### src/rtl/keyed_pixel_compositor_defines.svh
// Assertion macros shared by the keyed pixel compositor modules.
`ifndef KEYED_PIXEL_COMPOSITOR_DEFINES_SVH
`define KEYED_PIXEL_COMPOSITOR_DEFINES_SVH

// A condition that must hold at every clock edge outside reset.
`define KPC_ASSERT_ALWAYS(label, cond, msg) \
    label: assert property (@(posedge i_clk) disable iff (!i_rst_n) (cond)) else $error(msg);

// A consequence that must hold in the same cycle as its cause.
`define KPC_ASSERT_IMP(label, ante, cons, msg) \
    label: assert property (@(posedge i_clk) disable iff (!i_rst_n) (ante) |-> (cons)) \
        else $error(msg);

// A consequence that must hold in the cycle after its cause.
`define KPC_ASSERT_NEXT(label, ante, cons, msg) \
    label: assert property (@(posedge i_clk) disable iff (!i_rst_n) (ante) |=> (cons)) \
        else $error(msg);

`endif

### src/rtl/kpc_pkg.sv
// Package with types, codes and constants of the keyed pixel compositor.
`timescale 1ns / 1ps
`default_nettype none
package kpc_pkg;

    // Default panel limits.
    localparam int DEF_MAX_PANEL_WIDTH  = 128;
    localparam int DEF_MAX_PANEL_HEIGHT = 64;

    // Pattern tile and palette geometry.
    localparam int PATTERN_SIZE = 16;
    localparam int PAT_AW       = $clog2(PATTERN_SIZE);
    localparam int PAT_CELLS    = PATTERN_SIZE * PATTERN_SIZE;
    localparam int PAT_ADDR_W   = $clog2(PAT_CELLS);
    localparam int PAL_ENTRIES  = 16;
    localparam int PAL_AW       = $clog2(PAL_ENTRIES);

    // Queue between the front and the back.
    localparam int QUEUE_DEPTH = 4;
    localparam int QUEUE_PTR_W = $clog2(QUEUE_DEPTH);
    localparam int QUEUE_CNT_W = QUEUE_PTR_W + 1;

    // Field widths.
    localparam int COLOUR_W = 24;
    localparam int CFG_IDX_W = 3;
    localparam int CFG_DATA_W = 24;
    localparam int IN_DATA_W = 80;

    // Function codes of an input item.
    localparam logic [1:0] FUNC_COMPOSITE    = 2'd0;
    localparam logic [1:0] FUNC_LOAD_PATTERN = 2'd1;
    localparam logic [1:0] FUNC_LOAD_PALETTE = 2'd2;

    // Blend modes.
    localparam logic [1:0] BLEND_COPY    = 2'd0;
    localparam logic [1:0] BLEND_TINT    = 2'd1;
    localparam logic [1:0] BLEND_PALETTE = 2'd2;

    // Configuration register indexes.
    localparam logic [CFG_IDX_W-1:0] CFG_BLEND_MODE     = 3'd0;
    localparam logic [CFG_IDX_W-1:0] CFG_TINT_COLOUR    = 3'd1;
    localparam logic [CFG_IDX_W-1:0] CFG_PATTERN_OFFSET = 3'd2;
    localparam logic [CFG_IDX_W-1:0] CFG_SOURCE_WIDTH   = 3'd3;
    localparam logic [CFG_IDX_W-1:0] CFG_SOURCE_HEIGHT  = 3'd4;
    localparam logic [CFG_IDX_W-1:0] CFG_PANEL_WIDTH    = 3'd5;
    localparam logic [CFG_IDX_W-1:0] CFG_PANEL_HEIGHT   = 3'd6;

    // Reset values of the size registers.
    localparam logic [7:0] RST_SOURCE_WIDTH  = 8'd64;
    localparam logic [6:0] RST_SOURCE_HEIGHT = 7'd32;
    localparam logic [7:0] RST_PANEL_WIDTH   = 8'd64;
    localparam logic [6:0] RST_PANEL_HEIGHT  = 7'd32;

    // Configuration registers as seen by the front and the back.
    typedef struct packed {
        logic [1:0]          blend_mode;
        logic [COLOUR_W-1:0] tint_colour;
        logic [PAL_AW-1:0]   pattern_offset;
        logic [7:0]          source_width;
        logic [6:0]          source_height;
        logic [7:0]          panel_width;
        logic [6:0]          panel_height;
    } t_cfg;

    // What the back has to do with an item.
    typedef enum logic [1:0] {
        KIND_PIXEL,
        KIND_LOAD_PAT,
        KIND_LOAD_PAL,
        KIND_NOP
    } t_kind;

    // A classified item as it travels through the queue.
    typedef struct packed {
        t_kind                 kind;
        logic [COLOUR_W-1:0]   src_rgb;
        logic [COLOUR_W-1:0]   dst_rgb;
        logic [7:0]            table_index;
        logic [COLOUR_W-1:0]   table_data;
        logic [PAT_ADDR_W-1:0] pat_addr;
        logic                  hit;
        logic                  frame_end;
    } t_item;

endpackage
`default_nettype wire

### src/rtl/kpc_front.sv
// Front: accepts items, tracks the raster position and classifies each item.
`timescale 1ns / 1ps
`default_nettype none
`include "keyed_pixel_compositor_defines.svh"
module kpc_front #(
    parameter int MAX_PANEL_WIDTH  = kpc_pkg::DEF_MAX_PANEL_WIDTH,
    parameter int MAX_PANEL_HEIGHT = kpc_pkg::DEF_MAX_PANEL_HEIGHT
) (
    input  wire                            i_clk,
    input  wire                            i_rst_n,
    input  kpc_pkg::t_cfg                  i_cfg,
    input  wire                            i_valid,
    output logic                           o_ready,
    input  wire [1:0]                      i_func,
    input  wire [kpc_pkg::IN_DATA_W-1:0]   i_data,
    input  wire                            i_q_full,
    output logic                           o_push,
    output kpc_pkg::t_item                 o_item
);
    import kpc_pkg::*;

    localparam int CW     = (MAX_PANEL_WIDTH > 1) ? $clog2(MAX_PANEL_WIDTH) : 1;
    localparam int RW     = (MAX_PANEL_HEIGHT > 1) ? $clog2(MAX_PANEL_HEIGHT) : 1;
    localparam int CMPC_W = ((CW > 8) ? CW : 8) + 1;
    localparam int CMPR_W = ((RW > 7) ? RW : 7) + 1;
    localparam logic [CMPC_W-1:0] MAX_W = CMPC_W'(MAX_PANEL_WIDTH);
    localparam logic [CMPR_W-1:0] MAX_H = CMPR_W'(MAX_PANEL_HEIGHT);

    logic [CW-1:0]     r_col, n_col;
    logic [RW-1:0]     r_row, n_row;
    logic [CMPC_W-1:0] pw_ext, pw_eff, col_ext;
    logic [CMPR_W-1:0] ph_ext, ph_eff, row_ext;
    logic              col_wrap, row_wrap, in_source, src_nonzero, is_pixel;
    logic [COLOUR_W-1:0] src_rgb, dst_rgb;

    // Unpack the data word: source, destination, table index and table data.
    assign src_rgb = {i_data[7:0], i_data[15:8], i_data[23:16]};
    assign dst_rgb = {i_data[31:24], i_data[39:32], i_data[47:40]};

    // Effective panel size, saturated to one through the maximum.
    always_comb begin
        pw_ext = CMPC_W'(i_cfg.panel_width);
        ph_ext = CMPR_W'(i_cfg.panel_height);
        if (pw_ext == '0) begin
            pw_eff = CMPC_W'(1);
        end else if (pw_ext > MAX_W) begin
            pw_eff = MAX_W;
        end else begin
            pw_eff = pw_ext;
        end
        if (ph_ext == '0) begin
            ph_eff = CMPR_W'(1);
        end else if (ph_ext > MAX_H) begin
            ph_eff = MAX_H;
        end else begin
            ph_eff = ph_ext;
        end
    end

    // Position tests and the next raster position.
    always_comb begin
        col_ext   = CMPC_W'(r_col);
        row_ext   = CMPR_W'(r_row);
        col_wrap  = (col_ext + CMPC_W'(1)) >= pw_eff;
        row_wrap  = (row_ext + CMPR_W'(1)) >= ph_eff;
        in_source = (col_ext < CMPC_W'(i_cfg.source_width)) &&
                    (row_ext < CMPR_W'(i_cfg.source_height));
        n_col     = r_col;
        n_row     = r_row;
        if (col_wrap) begin
            n_col = '0;
            n_row = row_wrap ? '0 : r_row + RW'(1);
        end else begin
            n_col = r_col + CW'(1);
        end
    end

    assign o_ready     = !i_q_full;
    assign o_push      = i_valid && !i_q_full;
    assign is_pixel    = (i_func == FUNC_COMPOSITE);
    assign src_nonzero = (src_rgb != '0);

    // Classify the item for the back.
    always_comb begin
        o_item             = '0;
        o_item.src_rgb     = src_rgb;
        o_item.table_index = i_data[55:48];
        o_item.table_data  = i_data[79:56];
        o_item.pat_addr    = {PAT_AW'(r_row), PAT_AW'(r_col)};
        unique case (i_func)
            FUNC_COMPOSITE: begin
                o_item.kind      = KIND_PIXEL;
                o_item.dst_rgb   = dst_rgb;
                o_item.hit       = in_source && src_nonzero;
                o_item.frame_end = col_wrap && row_wrap;
            end
            FUNC_LOAD_PATTERN: begin
                o_item.kind = KIND_LOAD_PAT;
            end
            FUNC_LOAD_PALETTE: begin
                o_item.kind = (i_data[55:48] < 8'(PAL_ENTRIES)) ? KIND_LOAD_PAL : KIND_NOP;
            end
            default: begin
                o_item.kind = KIND_NOP;
            end
        endcase
    end

    // Raster counters move on composite items only.
    always_ff @(posedge i_clk) begin
        if (!i_rst_n) begin
            r_col <= '0;
            r_row <= '0;
        end else if (o_push && is_pixel) begin
            r_col <= n_col;
            r_row <= n_row;
        end
    end

    `KPC_ASSERT_NEXT(a_frame_end_wraps, o_push && o_item.frame_end, r_col == '0 && r_row == '0, "frame end without counter wrap")
    `KPC_ASSERT_IMP(a_load_no_frame_end, o_push && !is_pixel, !o_item.hit && !o_item.frame_end, "load item marked as pixel")
    `KPC_ASSERT_NEXT(a_load_keeps_pos, o_push && !is_pixel, $stable(r_col) && $stable(r_row), "load item moved the counters")

endmodule
`default_nettype wire

### src/rtl/kpc_queue.sv
// Short queue of classified items between the front and the back.
`timescale 1ns / 1ps
`default_nettype none
`include "keyed_pixel_compositor_defines.svh"
module kpc_queue (
    input  wire             i_clk,
    input  wire             i_rst_n,
    input  wire             i_push,
    input  kpc_pkg::t_item  i_item,
    output logic            o_full,
    input  wire             i_pop,
    output logic            o_valid,
    output kpc_pkg::t_item  o_item
);
    import kpc_pkg::*;

    t_item                  r_mem [QUEUE_DEPTH];
    logic [QUEUE_PTR_W-1:0] r_wr_ptr;
    logic [QUEUE_PTR_W-1:0] r_rd_ptr;
    logic [QUEUE_CNT_W-1:0] r_count;

    assign o_full  = (r_count == QUEUE_CNT_W'(QUEUE_DEPTH));
    assign o_valid = (r_count != '0);
    assign o_item  = r_mem[r_rd_ptr];

    // Storage of the entries.
    always_ff @(posedge i_clk) begin
        if (i_push) begin
            r_mem[r_wr_ptr] <= i_item;
        end
    end

    // Pointers and fill count.
    always_ff @(posedge i_clk) begin
        if (!i_rst_n) begin
            r_wr_ptr <= '0;
            r_rd_ptr <= '0;
            r_count  <= '0;
        end else begin
            if (i_push) begin
                r_wr_ptr <= r_wr_ptr + QUEUE_PTR_W'(1);
            end
            if (i_pop) begin
                r_rd_ptr <= r_rd_ptr + QUEUE_PTR_W'(1);
            end
            if (i_push && !i_pop) begin
                r_count <= r_count + QUEUE_CNT_W'(1);
            end else if (i_pop && !i_push) begin
                r_count <= r_count - QUEUE_CNT_W'(1);
            end
        end
    end

    `KPC_ASSERT_IMP(a_no_push_full, i_push, !o_full, "push into a full queue")
    `KPC_ASSERT_IMP(a_no_pop_empty, i_pop, o_valid, "pop from an empty queue")
    `KPC_ASSERT_ALWAYS(a_count_bound, r_count <= QUEUE_CNT_W'(QUEUE_DEPTH), "queue count overflow")

endmodule
`default_nettype wire

### src/rtl/kpc_back.sv
// Back: applies table loads, looks up pattern and palette, and registers results.
`timescale 1ns / 1ps
`default_nettype none
`include "keyed_pixel_compositor_defines.svh"
module kpc_back (
    input  wire                           i_clk,
    input  wire                           i_rst_n,
    input  kpc_pkg::t_cfg                 i_cfg,
    input  wire                           i_q_valid,
    input  kpc_pkg::t_item                i_item,
    output logic                          o_pop,
    output logic                          o_valid,
    input  wire                           i_ready,
    output logic [kpc_pkg::COLOUR_W-1:0]  o_rgb,
    output logic                          o_replaced,
    output logic                          o_last
);
    import kpc_pkg::*;

    // Pattern memory with one valid bit per cell, and the palette.
    logic [PAL_AW-1:0]   r_pat_mem [PAT_CELLS];
    logic [PAT_CELLS-1:0] r_pat_vld;
    logic [COLOUR_W-1:0] r_palette [PAL_ENTRIES];

    // Lookup stage and output register.
    logic                r_s1_valid;
    t_item               r_s1;
    logic [PAL_AW-1:0]   r_cell;
    logic                r_cell_vld;
    logic                r_out_valid;
    logic [COLOUR_W-1:0] r_out_rgb;
    logic                r_out_replaced;
    logic                r_out_last;

    logic                out_en, s1_en;
    logic [PAL_AW-1:0]   cell_sel, pal_idx;
    logic [COLOUR_W-1:0] colour, n_rgb;
    logic                load_pat, load_pal;

    assign out_en   = !r_out_valid || i_ready;
    assign s1_en    = !r_s1_valid || out_en;
    assign o_pop    = i_q_valid && s1_en;
    assign load_pat = o_pop && (i_item.kind == KIND_LOAD_PAT);
    assign load_pal = o_pop && (i_item.kind == KIND_LOAD_PAL);

    // Pattern memory: written by loads, read for every item as it enters the lookup stage.
    always_ff @(posedge i_clk) begin
        if (load_pat) begin
            r_pat_mem[i_item.table_index] <= i_item.table_data[PAL_AW-1:0];
        end
        if (o_pop) begin
            r_cell <= r_pat_mem[i_item.pat_addr];
        end
    end

    // Cell valid bits; a cell never written reads as zero.
    always_ff @(posedge i_clk) begin
        if (!i_rst_n) begin
            r_pat_vld  <= '0;
            r_cell_vld <= 1'b0;
        end else begin
            if (load_pat) begin
                r_pat_vld[i_item.table_index] <= 1'b1;
            end
            if (o_pop) begin
                r_cell_vld <= r_pat_vld[i_item.pat_addr];
            end
        end
    end

    // Palette registers, cleared by reset.
    always_ff @(posedge i_clk) begin
        if (!i_rst_n) begin
            for (int i = 0; i < PAL_ENTRIES; i++) begin
                r_palette[i] <= '0;
            end
        end else if (load_pal) begin
            r_palette[i_item.table_index[PAL_AW-1:0]] <= i_item.table_data;
        end
    end

    // Replacement colour for the item in the lookup stage.
    always_comb begin
        cell_sel = r_cell_vld ? r_cell : '0;
        pal_idx  = cell_sel + i_cfg.pattern_offset;
        case (i_cfg.blend_mode)
            BLEND_TINT:    colour = i_cfg.tint_colour;
            BLEND_PALETTE: colour = r_palette[pal_idx];
            default:       colour = r_s1.src_rgb;
        endcase
        n_rgb = r_s1.hit ? colour : r_s1.dst_rgb;
    end

    // Lookup stage control and payload.
    always_ff @(posedge i_clk) begin
        if (!i_rst_n) begin
            r_s1_valid <= 1'b0;
        end else if (s1_en) begin
            r_s1_valid <= i_q_valid;
        end
    end

    always_ff @(posedge i_clk) begin
        if (o_pop) begin
            r_s1 <= i_item;
        end
    end

    // Output register.
    always_ff @(posedge i_clk) begin
        if (!i_rst_n) begin
            r_out_valid <= 1'b0;
        end else if (out_en) begin
            r_out_valid <= r_s1_valid;
        end
    end

    always_ff @(posedge i_clk) begin
        if (out_en && r_s1_valid) begin
            r_out_rgb      <= n_rgb;
            r_out_replaced <= r_s1.hit;
            r_out_last     <= r_s1.frame_end;
        end
    end

    assign o_valid    = r_out_valid;
    assign o_rgb      = r_out_rgb;
    assign o_replaced = r_out_replaced;
    assign o_last     = r_out_last;

    `KPC_ASSERT_NEXT(a_load_result_zero, out_en && r_s1_valid && r_s1.kind != KIND_PIXEL, r_out_rgb == '0 && !r_out_replaced && !r_out_last, "load item gave a nonzero result")
    `KPC_ASSERT_NEXT(a_out_holds_stall, r_out_valid && !i_ready, r_out_valid && $stable(r_out_rgb), "stalled result changed")
    `KPC_ASSERT_IMP(a_pop_needs_room, o_pop, !r_s1_valid || out_en, "lookup stage overwritten")

endmodule
`default_nettype wire

### src/rtl/keyed_pixel_compositor.sv
// Keyed pixel compositor: an accepted item passes through the queue, the registered pattern memory
// read of the lookup stage and the output register. Throughput is one item per cycle while the
// output is not stalled; the front, the four-entry queue and the back each stall alone.
// Reset is synchronous and active low: it clears counters, queue, cell valid bits and palette,
// and loads the configuration registers with their default values; no clearing pass is needed.
`timescale 1ns / 1ps
`default_nettype none
module keyed_pixel_compositor #(
    parameter int MAX_PANEL_WIDTH  = kpc_pkg::DEF_MAX_PANEL_WIDTH,
    parameter int MAX_PANEL_HEIGHT = kpc_pkg::DEF_MAX_PANEL_HEIGHT
) (
    input  wire                              i_clk,
    input  wire                              i_rst_n,
    // Configuration write port.
    input  wire                              i_cfg_we,
    input  wire [kpc_pkg::CFG_IDX_W-1:0]     i_cfg_index,
    input  wire [kpc_pkg::CFG_DATA_W-1:0]    i_cfg_data,
    // Input items.
    input  wire                              s_axis_tvalid,
    output logic                             s_axis_tready,
    // tdata: src_red, src_green, src_blue, dst_red, dst_green, dst_blue,
    //        table_index [55:48], table_data [79:56]
    input  wire [kpc_pkg::IN_DATA_W-1:0]     s_axis_tdata,
    // tuser: func
    input  wire [1:0]                        s_axis_tuser,
    // Result items.
    output logic                             m_axis_tvalid,
    input  wire                              m_axis_tready,
    // tdata: out_red [7:0], out_green [15:8], out_blue [23:16]
    output logic [kpc_pkg::COLOUR_W-1:0]     m_axis_tdata,
    // tuser: replaced
    output logic                             m_axis_tuser,
    // tlast: frame_end
    output logic                             m_axis_tlast
);
    import kpc_pkg::*;

    t_cfg                r_cfg;
    logic                q_full, q_push, q_valid, q_pop;
    t_item               f_item, q_item;
    logic [COLOUR_W-1:0] b_rgb;

    // Configuration registers.
    always_ff @(posedge i_clk) begin
        if (!i_rst_n) begin
            r_cfg.blend_mode     <= BLEND_COPY;
            r_cfg.tint_colour    <= '0;
            r_cfg.pattern_offset <= '0;
            r_cfg.source_width   <= RST_SOURCE_WIDTH;
            r_cfg.source_height  <= RST_SOURCE_HEIGHT;
            r_cfg.panel_width    <= RST_PANEL_WIDTH;
            r_cfg.panel_height   <= RST_PANEL_HEIGHT;
        end else if (i_cfg_we) begin
            unique case (i_cfg_index)
                CFG_BLEND_MODE:     r_cfg.blend_mode     <= i_cfg_data[1:0];
                CFG_TINT_COLOUR:    r_cfg.tint_colour    <= i_cfg_data;
                CFG_PATTERN_OFFSET: r_cfg.pattern_offset <= i_cfg_data[PAL_AW-1:0];
                CFG_SOURCE_WIDTH:   r_cfg.source_width   <= i_cfg_data[7:0];
                CFG_SOURCE_HEIGHT:  r_cfg.source_height  <= i_cfg_data[6:0];
                CFG_PANEL_WIDTH:    r_cfg.panel_width    <= i_cfg_data[7:0];
                CFG_PANEL_HEIGHT:   r_cfg.panel_height   <= i_cfg_data[6:0];
                default: ;
            endcase
        end
    end

    // Front part: accept and classify.
    kpc_front #(
        .MAX_PANEL_WIDTH  (MAX_PANEL_WIDTH),
        .MAX_PANEL_HEIGHT (MAX_PANEL_HEIGHT)
    ) u_front (
        .i_clk    (i_clk),
        .i_rst_n  (i_rst_n),
        .i_cfg    (r_cfg),
        .i_valid  (s_axis_tvalid),
        .o_ready  (s_axis_tready),
        .i_func   (s_axis_tuser),
        .i_data   (s_axis_tdata),
        .i_q_full (q_full),
        .o_push   (q_push),
        .o_item   (f_item)
    );

    // Queue between the two parts.
    kpc_queue u_queue (
        .i_clk   (i_clk),
        .i_rst_n (i_rst_n),
        .i_push  (q_push),
        .i_item  (f_item),
        .o_full  (q_full),
        .i_pop   (q_pop),
        .o_valid (q_valid),
        .o_item  (q_item)
    );

    // Back part: tables, lookup and output register.
    kpc_back u_back (
        .i_clk      (i_clk),
        .i_rst_n    (i_rst_n),
        .i_cfg      (r_cfg),
        .i_q_valid  (q_valid),
        .i_item     (q_item),
        .o_pop      (q_pop),
        .o_valid    (m_axis_tvalid),
        .i_ready    (m_axis_tready),
        .o_rgb      (b_rgb),
        .o_replaced (m_axis_tuser),
        .o_last     (m_axis_tlast)
    );

    // Colour word is 0xRRGGBB; the stream carries red in the lowest byte.
    assign m_axis_tdata = {b_rgb[7:0], b_rgb[15:8], b_rgb[23:16]};

endmodule
`default_nettype wire

### config.mk
export PLATFORM = sky130hd
export DESIGN_NAME = keyed_pixel_compositor
export DESIGN_NICKNAME = d
export VERILOG_FILES = /design/src/rtl/kpc_pkg.sv /design/src/rtl/kpc_front.sv /design/src/rtl/kpc_queue.sv /design/src/rtl/kpc_back.sv /design/src/rtl/keyed_pixel_compositor.sv
export VERILOG_INCLUDE_DIRS = /design/src /design/src/rtl
export SDC_FILE = /design/constraint.sdc
export NUM_CORES = 2
export LEC_CHECK = 0
export ABC_AREA = 1
export BUFFER_PORTS_ARGS = -buffer_cell sky130_fd_sc_hd__buf_2
export CORE_MARGIN = 2
export CORE_UTILIZATION = 63
export CTS_CLUSTER_DIAMETER = 150
export DETAILED_ROUTE_END_ITERATION = 12
export GPL_TIMING_DRIVEN = 1
export PLACE_DENSITY = 0.8
export RECOVER_POWER = 100
export SYNTH_ARGS = -nofsm -noshare
export SYNTH_HDL_FRONTEND = slang
export SYNTH_SLANG_ARGS = --single-unit
### constraint.sdc
create_clock -name i_clk -period 12.8 [get_ports i_clk]
set_input_delay 1.28 -clock i_clk [delete_from_list [all_inputs] [get_ports i_clk]]
set_output_delay 1.28 -clock i_clk [all_outputs]
set_load 0.01 [all_outputs]
-- After elaboration in Yosys (flattened, before gate mapping)
Memory sizes are Yosys's and may differ from the RTL's. A register that Yosys moved wholly into a read port is not among the register bits.
Index checks and enable logic that the tools add are counted.
W data, S select, Z words.
- $add $sub $neg: 9
- $lt $le $gt $ge: 10
- equal/unequal tests: 13
- mux-type cells: 32
- bitwise gates (word level): 1
- reductions and logical operators: 35
- operator list (kind ; count):
    $or A256 B256 Y256 ; 1
    $mux W24 ; 3
    $pmux W24 S2 ; 1
    $reduce_bool A24 Y1 ; 1
    $reduce_or A24 Y1 ; 1
    $lt A8 B9 Y1 const B ; 2
    $mux W8 ; 2
    $reduce_and A2 Y1 ; 8
    $mux W7 ; 2
    $eq A3 B3 Y1 const B ; 4
    $logic_and A1 B1 Y1 ; 12
    $mux W1 ; 12
    $ge A9 B9 Y1 ; 1
    $mux W9 ; 1
    $add A7 B1 Y8 const B ; 1
    $bmux W1 S8 ; 1
    $demux W1 S8 ; 1
    $ge A8 B1 Y1 const B ; 1
    $ge A8 B8 Y1 ; 1
    $gt A8 B8 Y1 const B ; 1
    $logic_not A8 Y1 ; 1
    $lt A7 B8 Y1 ; 1
    $lt A8 B5 Y1 const B ; 1
    $mux W4 ; 2
    24 further kinds ; 38
- register bits after elaboration: 415
- RAM bits: 1776
- bits of input ports: 114
- output and inout port bits: 28
- logic and storage cells: 126
- memories: 3
- memory list (name ; depth ; bits a word ; rd ports ; clocked after memory_dff ; write ports ; RTL line ; text):
    u_back.r_pat_mem ; 256 ; 4 ; 1 ; 1 ; 1 ; kpc_back.sv:21 ; logic [PAL_AW-1:0] r_pat_mem [PAT_CELLS];
    u_back.r_palette ; 16 ; 24 ; 1 ; 0 ; 16 ; kpc_back.sv:23 ; logic [COLOUR_W-1:0] r_palette [PAL_ENTRIES];
    u_queue.r_mem ; 4 ; 92 ; 1 ; 1 ; 1 ; kpc_queue.sv:17 ; t_item r_mem [QUEUE_DEPTH];

-- Logic depth before layout (Yosys ltp)
- depth in word-level cells: 10
- mapped depth: 18
- depth with buffers taken out: 17

-- Cells and area by module
A second synthesis with hierarchy kept.
- cell total of the unflattened synthesis: 8354
- area, all modules: 91157.4 um^2
- modules (own cells, without submodules) (module ; instances ; cells each ; area an instance (um^2) ; sequential area each (um^2)):
    kpc_back ; 1 ; 6678 ; 72164.2 ; 49867.8
    kpc_queue ; 1 ; 949 ; 14078.5 ; 11230.8
    keyed_pixel_compositor ; 1 ; 359 ; 2543.7 ; 1201.2
    kpc_front ; 1 ; 368 ; 2371.0 ; 260.2

-- Worst setup path before layout
No wires, ideal clock.
- path kind: register to register
- from: register with a tool-made name
- to: memory u_back.r_palette[0][3] (data pin)
- library setup time: 0.139 ns
- data arrival time: 10.480 ns
- required time: 12.661 ns
- setup slack: 2.181 ns
- stages on the path, launching flop included: 11
- buffers on the path: 6
- period minus slack after synthesis: 10.619 ns
- cell sequence: dfxtp_1 buf_4 buf_6 buf_4 buf_2 buf_2 nand2_1 a32oi_1 inv_1 buf_2 nor2_1
- RTL lines (item ; RTL line):
    to (decl) ; kpc_back.sv:23

==> impl_metrics.py <==
metrics = {
    "min_path": {
        "hold_class": "flip-flop to flip-flop",
        "min_path_cells": 1,
    },
    "yosys": {
        "synthCells": 8294,
        "synth_area_um2": 91300,
        "synth_edf_count": 1856,
        "yosysWarningCount": 0,
        "ys_seq_area_share_pct": 68.5,
        "synth_seq_cells": 2197,
        "syn_nets": 8448,
        "avgSynthCellArea_um2": 11.0,
        "synth_ff_type": "edfxtp_1",
        "synthArstFlopShare_pct": 0,
        "synth.distinct_cells": 49,
    },
    "die": {
        "die_h_um": 385,
        "rows": 139,
        "die-area_um2": 148000,
        "core-area_um2": 144000,
        "fp.dieW_um": 385,
        "start_util_pct": 63.5,
        "ioPinCount": 142,
    },
    "worst_setup_path": {
        "crit_arrival_ns": 9.86,
        "rr_worst_depth": 14,
        "slowest_stage": "clkinvlp_2",
        "critPathMaxFanout": 69,
        "cp.required_ns": 13.48,
        "cp_cell_sequence": "clkbuf_1 > clkinvlp_2 > clkbuf_1 > nand2_1 > a32oi_1 > inv_1 > nor2_1 > inv_1 > nor2_1 > inv_1 > nor2_1 > inv_1 > nor2_1 > o21a_1",
        "startpoint_type": "flip-flop",
        "slowest_delay_ns": 1.86,
        "endpoint_kind": "flip-flop",
        "crit_buf_inv": 7,
        "critPathTopFamily": "buffers and inverters",
        "worst-path-stages": 14,
        "path_class": "flip-flop to flip-flop",
    },
    "global_routing": {
        "grt_max_degree": 182,
        "grt_overflow": 0,
        "grt_pass1_wl_um": 363000,
        "grtUsageTotal_pct": 32.4,
        "first_global_vias": 62600,
        "antenna_found_initial": 22,
    },
    "clocking": {
        "clk_latency_ns": 0.87,
        "clkSinkCount": 2197,
        "post_cts_resized": 0,
        "ctsHoldBuffers": 0,
        "cts_buffer_depth": 3,
        "htreeDepth": 4,
        "path_clk_slew_ns": 0.07,
        "cts_setup_buffers": 0,
        "cts_root_buf": "clkbuf_16",
        "cts_tree": "built",
        "cts_buffers": 206,
    },
    "timing": {
        "fin_crit_ns": 9.18,
        "slew_headroom_pct": -478,
        "setup_violations": 0,
        "tns_ns": 0,
        "finalCritPeriodShare_pct": 71.7,
        "slew_viol_final": 1123,
        "max_freq_mhz": 109,
        "fin_skew_ns": 0.0515,
        "rsz0062_at_grt": "no",
        "finalHoldViolations": 0,
        "tightest_slew_ns": 8.67,
    },
    "pwr": {
        "design_power_total_mw": 24.2,
        "seqPwrFrac_pct": 37.5,
        "p_comb_share_pct": 36.6,
        "clkPwrFrac_pct": 25.9,
        "p_int_mw": 14.6,
        "ir_worst_vdd_mv": 0.263,
        "leakage_nw": 35.8,
        "p_sw_mw": 9.68,
        "switching_share_pct": 39.9,
        "pwr_density_cell_nw_per_um2": 244,
    },
    "finish": {
        "mostFrequentLayoutCells": "2015 x nand2_1, 1856 x edfxtp_1, 1029 x nand3_1",
        "num-nets-final": 8325,
        "register_area_um2": 62600,
        "drive_above_1_share_pct": 6.35,
        "area_growth_pct": 8.70,
        "final_common_cell": "nand2_1",
        "multiInputGateArea_um2": 25000,
        "nFillCells": 9926,
    },
    "placed_design": {
        "dpl.hpwl_um": 137000,
        "place_congestion": 0.867,
        "portBuffers": 141,
    },
    "route": {
        "via_per_inst": 6.31,
        "wl_met1_um": 88900,
        "wl_met2_um": 111000,
        "highest_layer": "met5",
        "drt-wirelength-per-cell_um": 23.6,
        "wl_met3_um": 30400,
        "vias": 64800,
        "drc": 0,
        "detail_route.wirelength_um": 242000,
        "initialDrtViolationCount": 9848,
        "drtPass1Iterations": 9,
        "detail-route-antenna-nets": 0,
    },
    "run_status": {
        "failed_checks": "capacitance limit, slew limit",
        "status": "complete, but fails checks",
    },
    "flow_run": {
        "drv_cap": 24,
    },
}
[routing by layer]
layer  vias to the layer above  global-route usage (%)
met1                     31200                    43.6
met3                       708                    7.69
met4                        12                    15.9
met2                      4189                    50.0
met5                         -                       0
li1                      28700                       -
[power by group through the flow]
| stage | logic [mW] | clock network [mW] | registers [mW] |
|---|---|---|---|
| global placement | 8.44 | 0 | 9.19 |
| floorplan | 5.70 | 0 | 9.54 |
| detailed placement | 8.63 | 0 | 9.20 |
| global route | 9.49 | 6.54 | 9.12 |
| CTS | 8.69 | 6.27 | 9.05 |
| finish | 8.87 | 6.27 | 9.10 |
[state kept, by name, indices dropped and copies added, names as in the netlist, 2 cells and up, named ones only]
name	cells
u_back.r_pat_mem	1024
u_back.r_palette	384
u_queue.r_mem	368
u_back.r_pat_vld	256
r_cfg	60
u_back.r_s1	50
u_back.o_rgb	24
u_front.r_col	7
u_front.r_row	6
u_back.r_cell	4
u_queue.r_count	3
u_queue.r_rd_ptr	2
u_queue.r_wr_ptr	2
[cell type report]
class / instances / area share [%]
flip-flops and latches: 2197 / 63.0
clock inverters: 107 / 1.28
inverters: 266 / 1.03
well taps: 1903 / 2.40
clock buffers: 286 / 5.78
multi-input cells: 5264 / 25.2
repair buffers: 236 / 1.30
diodes: 16 / 0.0403
[worst register-to-register path, delay by kind of cell (launching register included)]
| kind | cells | cell delay (ns) |
|---|---|---|
| buffers and inverters | 7 | 6.93 |
| and+or+nand+nor | 5 | 0.97 |
| AOI/OAI and AO/OA | 2 | 0.59 |
| DFF | 1 | 0.53 |
[Yosys cell counts, types with 63 or more instances]
cell      number  share of area [%]
nand3b_1      63               0.52
a32o_1        69               0.76
edfxtp_1    1856                 61
nor2_2        80               0.55
buf_2        165               0.90
dfxtp_1      341                7.5
o211ai_1      83               0.68
a21oi_1      233                1.3
inv_1        229               0.94
clkbuf_1     313                1.3
a32oi_1       64               0.61
nand2_1     2000                8.2
o21a_1       255                2.1
nand3_1     1031                5.7
nor2_1       877                3.6
o21ai_0      300                1.6
[per-stage QoR]
| step | instance area (µm²) | std cells | hold slack (ns) | utilization, % | setup slack [ns] |
|---|---|---|---|---|---|
| floorplan | 91300 | 8294 | 0.400 | - | 2.18 |
| finish | 99300 | 10300 | 0.457 | 69.0 | 3.62 |
| global placement | 92800 | 9865 | 0.437 | 64.5 | 6.84 |
| global route | 99300 | 10300 | 0.469 | 69.0 | 3.14 |
| CTS | 99800 | 10300 | 0.457 | 69.4 | 6.73 |
| detailed placement | 92800 | 9865 | 0.428 | 64.5 | 6.72 |
[kinds of logic (layout without fill, tap and decap cells)]
family | count (synthesis) | in the layout | synth area share (%)
compound gates | 1073 | 1073 | 7.60
flops | 2197 | 2197 | 68.5
xor+xnor | 12 | 12 | 0.115
simple gates | 4139 | 4139 | 19.3
buf+inv | 833 | 895 | 3.95
fa+ha+maj | 40 | 40 | 0.564
other cells | 0 | 16 | 0
[final timing paths]
path	from	endpoint	slack, ns
max	flip-flop	u_back.r_pat_vld[102]	3.62
min	u_back.r_pat_vld[219]	u_back.r_pat_vld[219]	0.46
min reg2reg	u_back.r_pat_vld[219]	u_back.r_pat_vld[219]	0.46
max reg2reg	flip-flop	u_back.r_pat_vld[102]	3.62
Power figures use the tool's default switching activity.
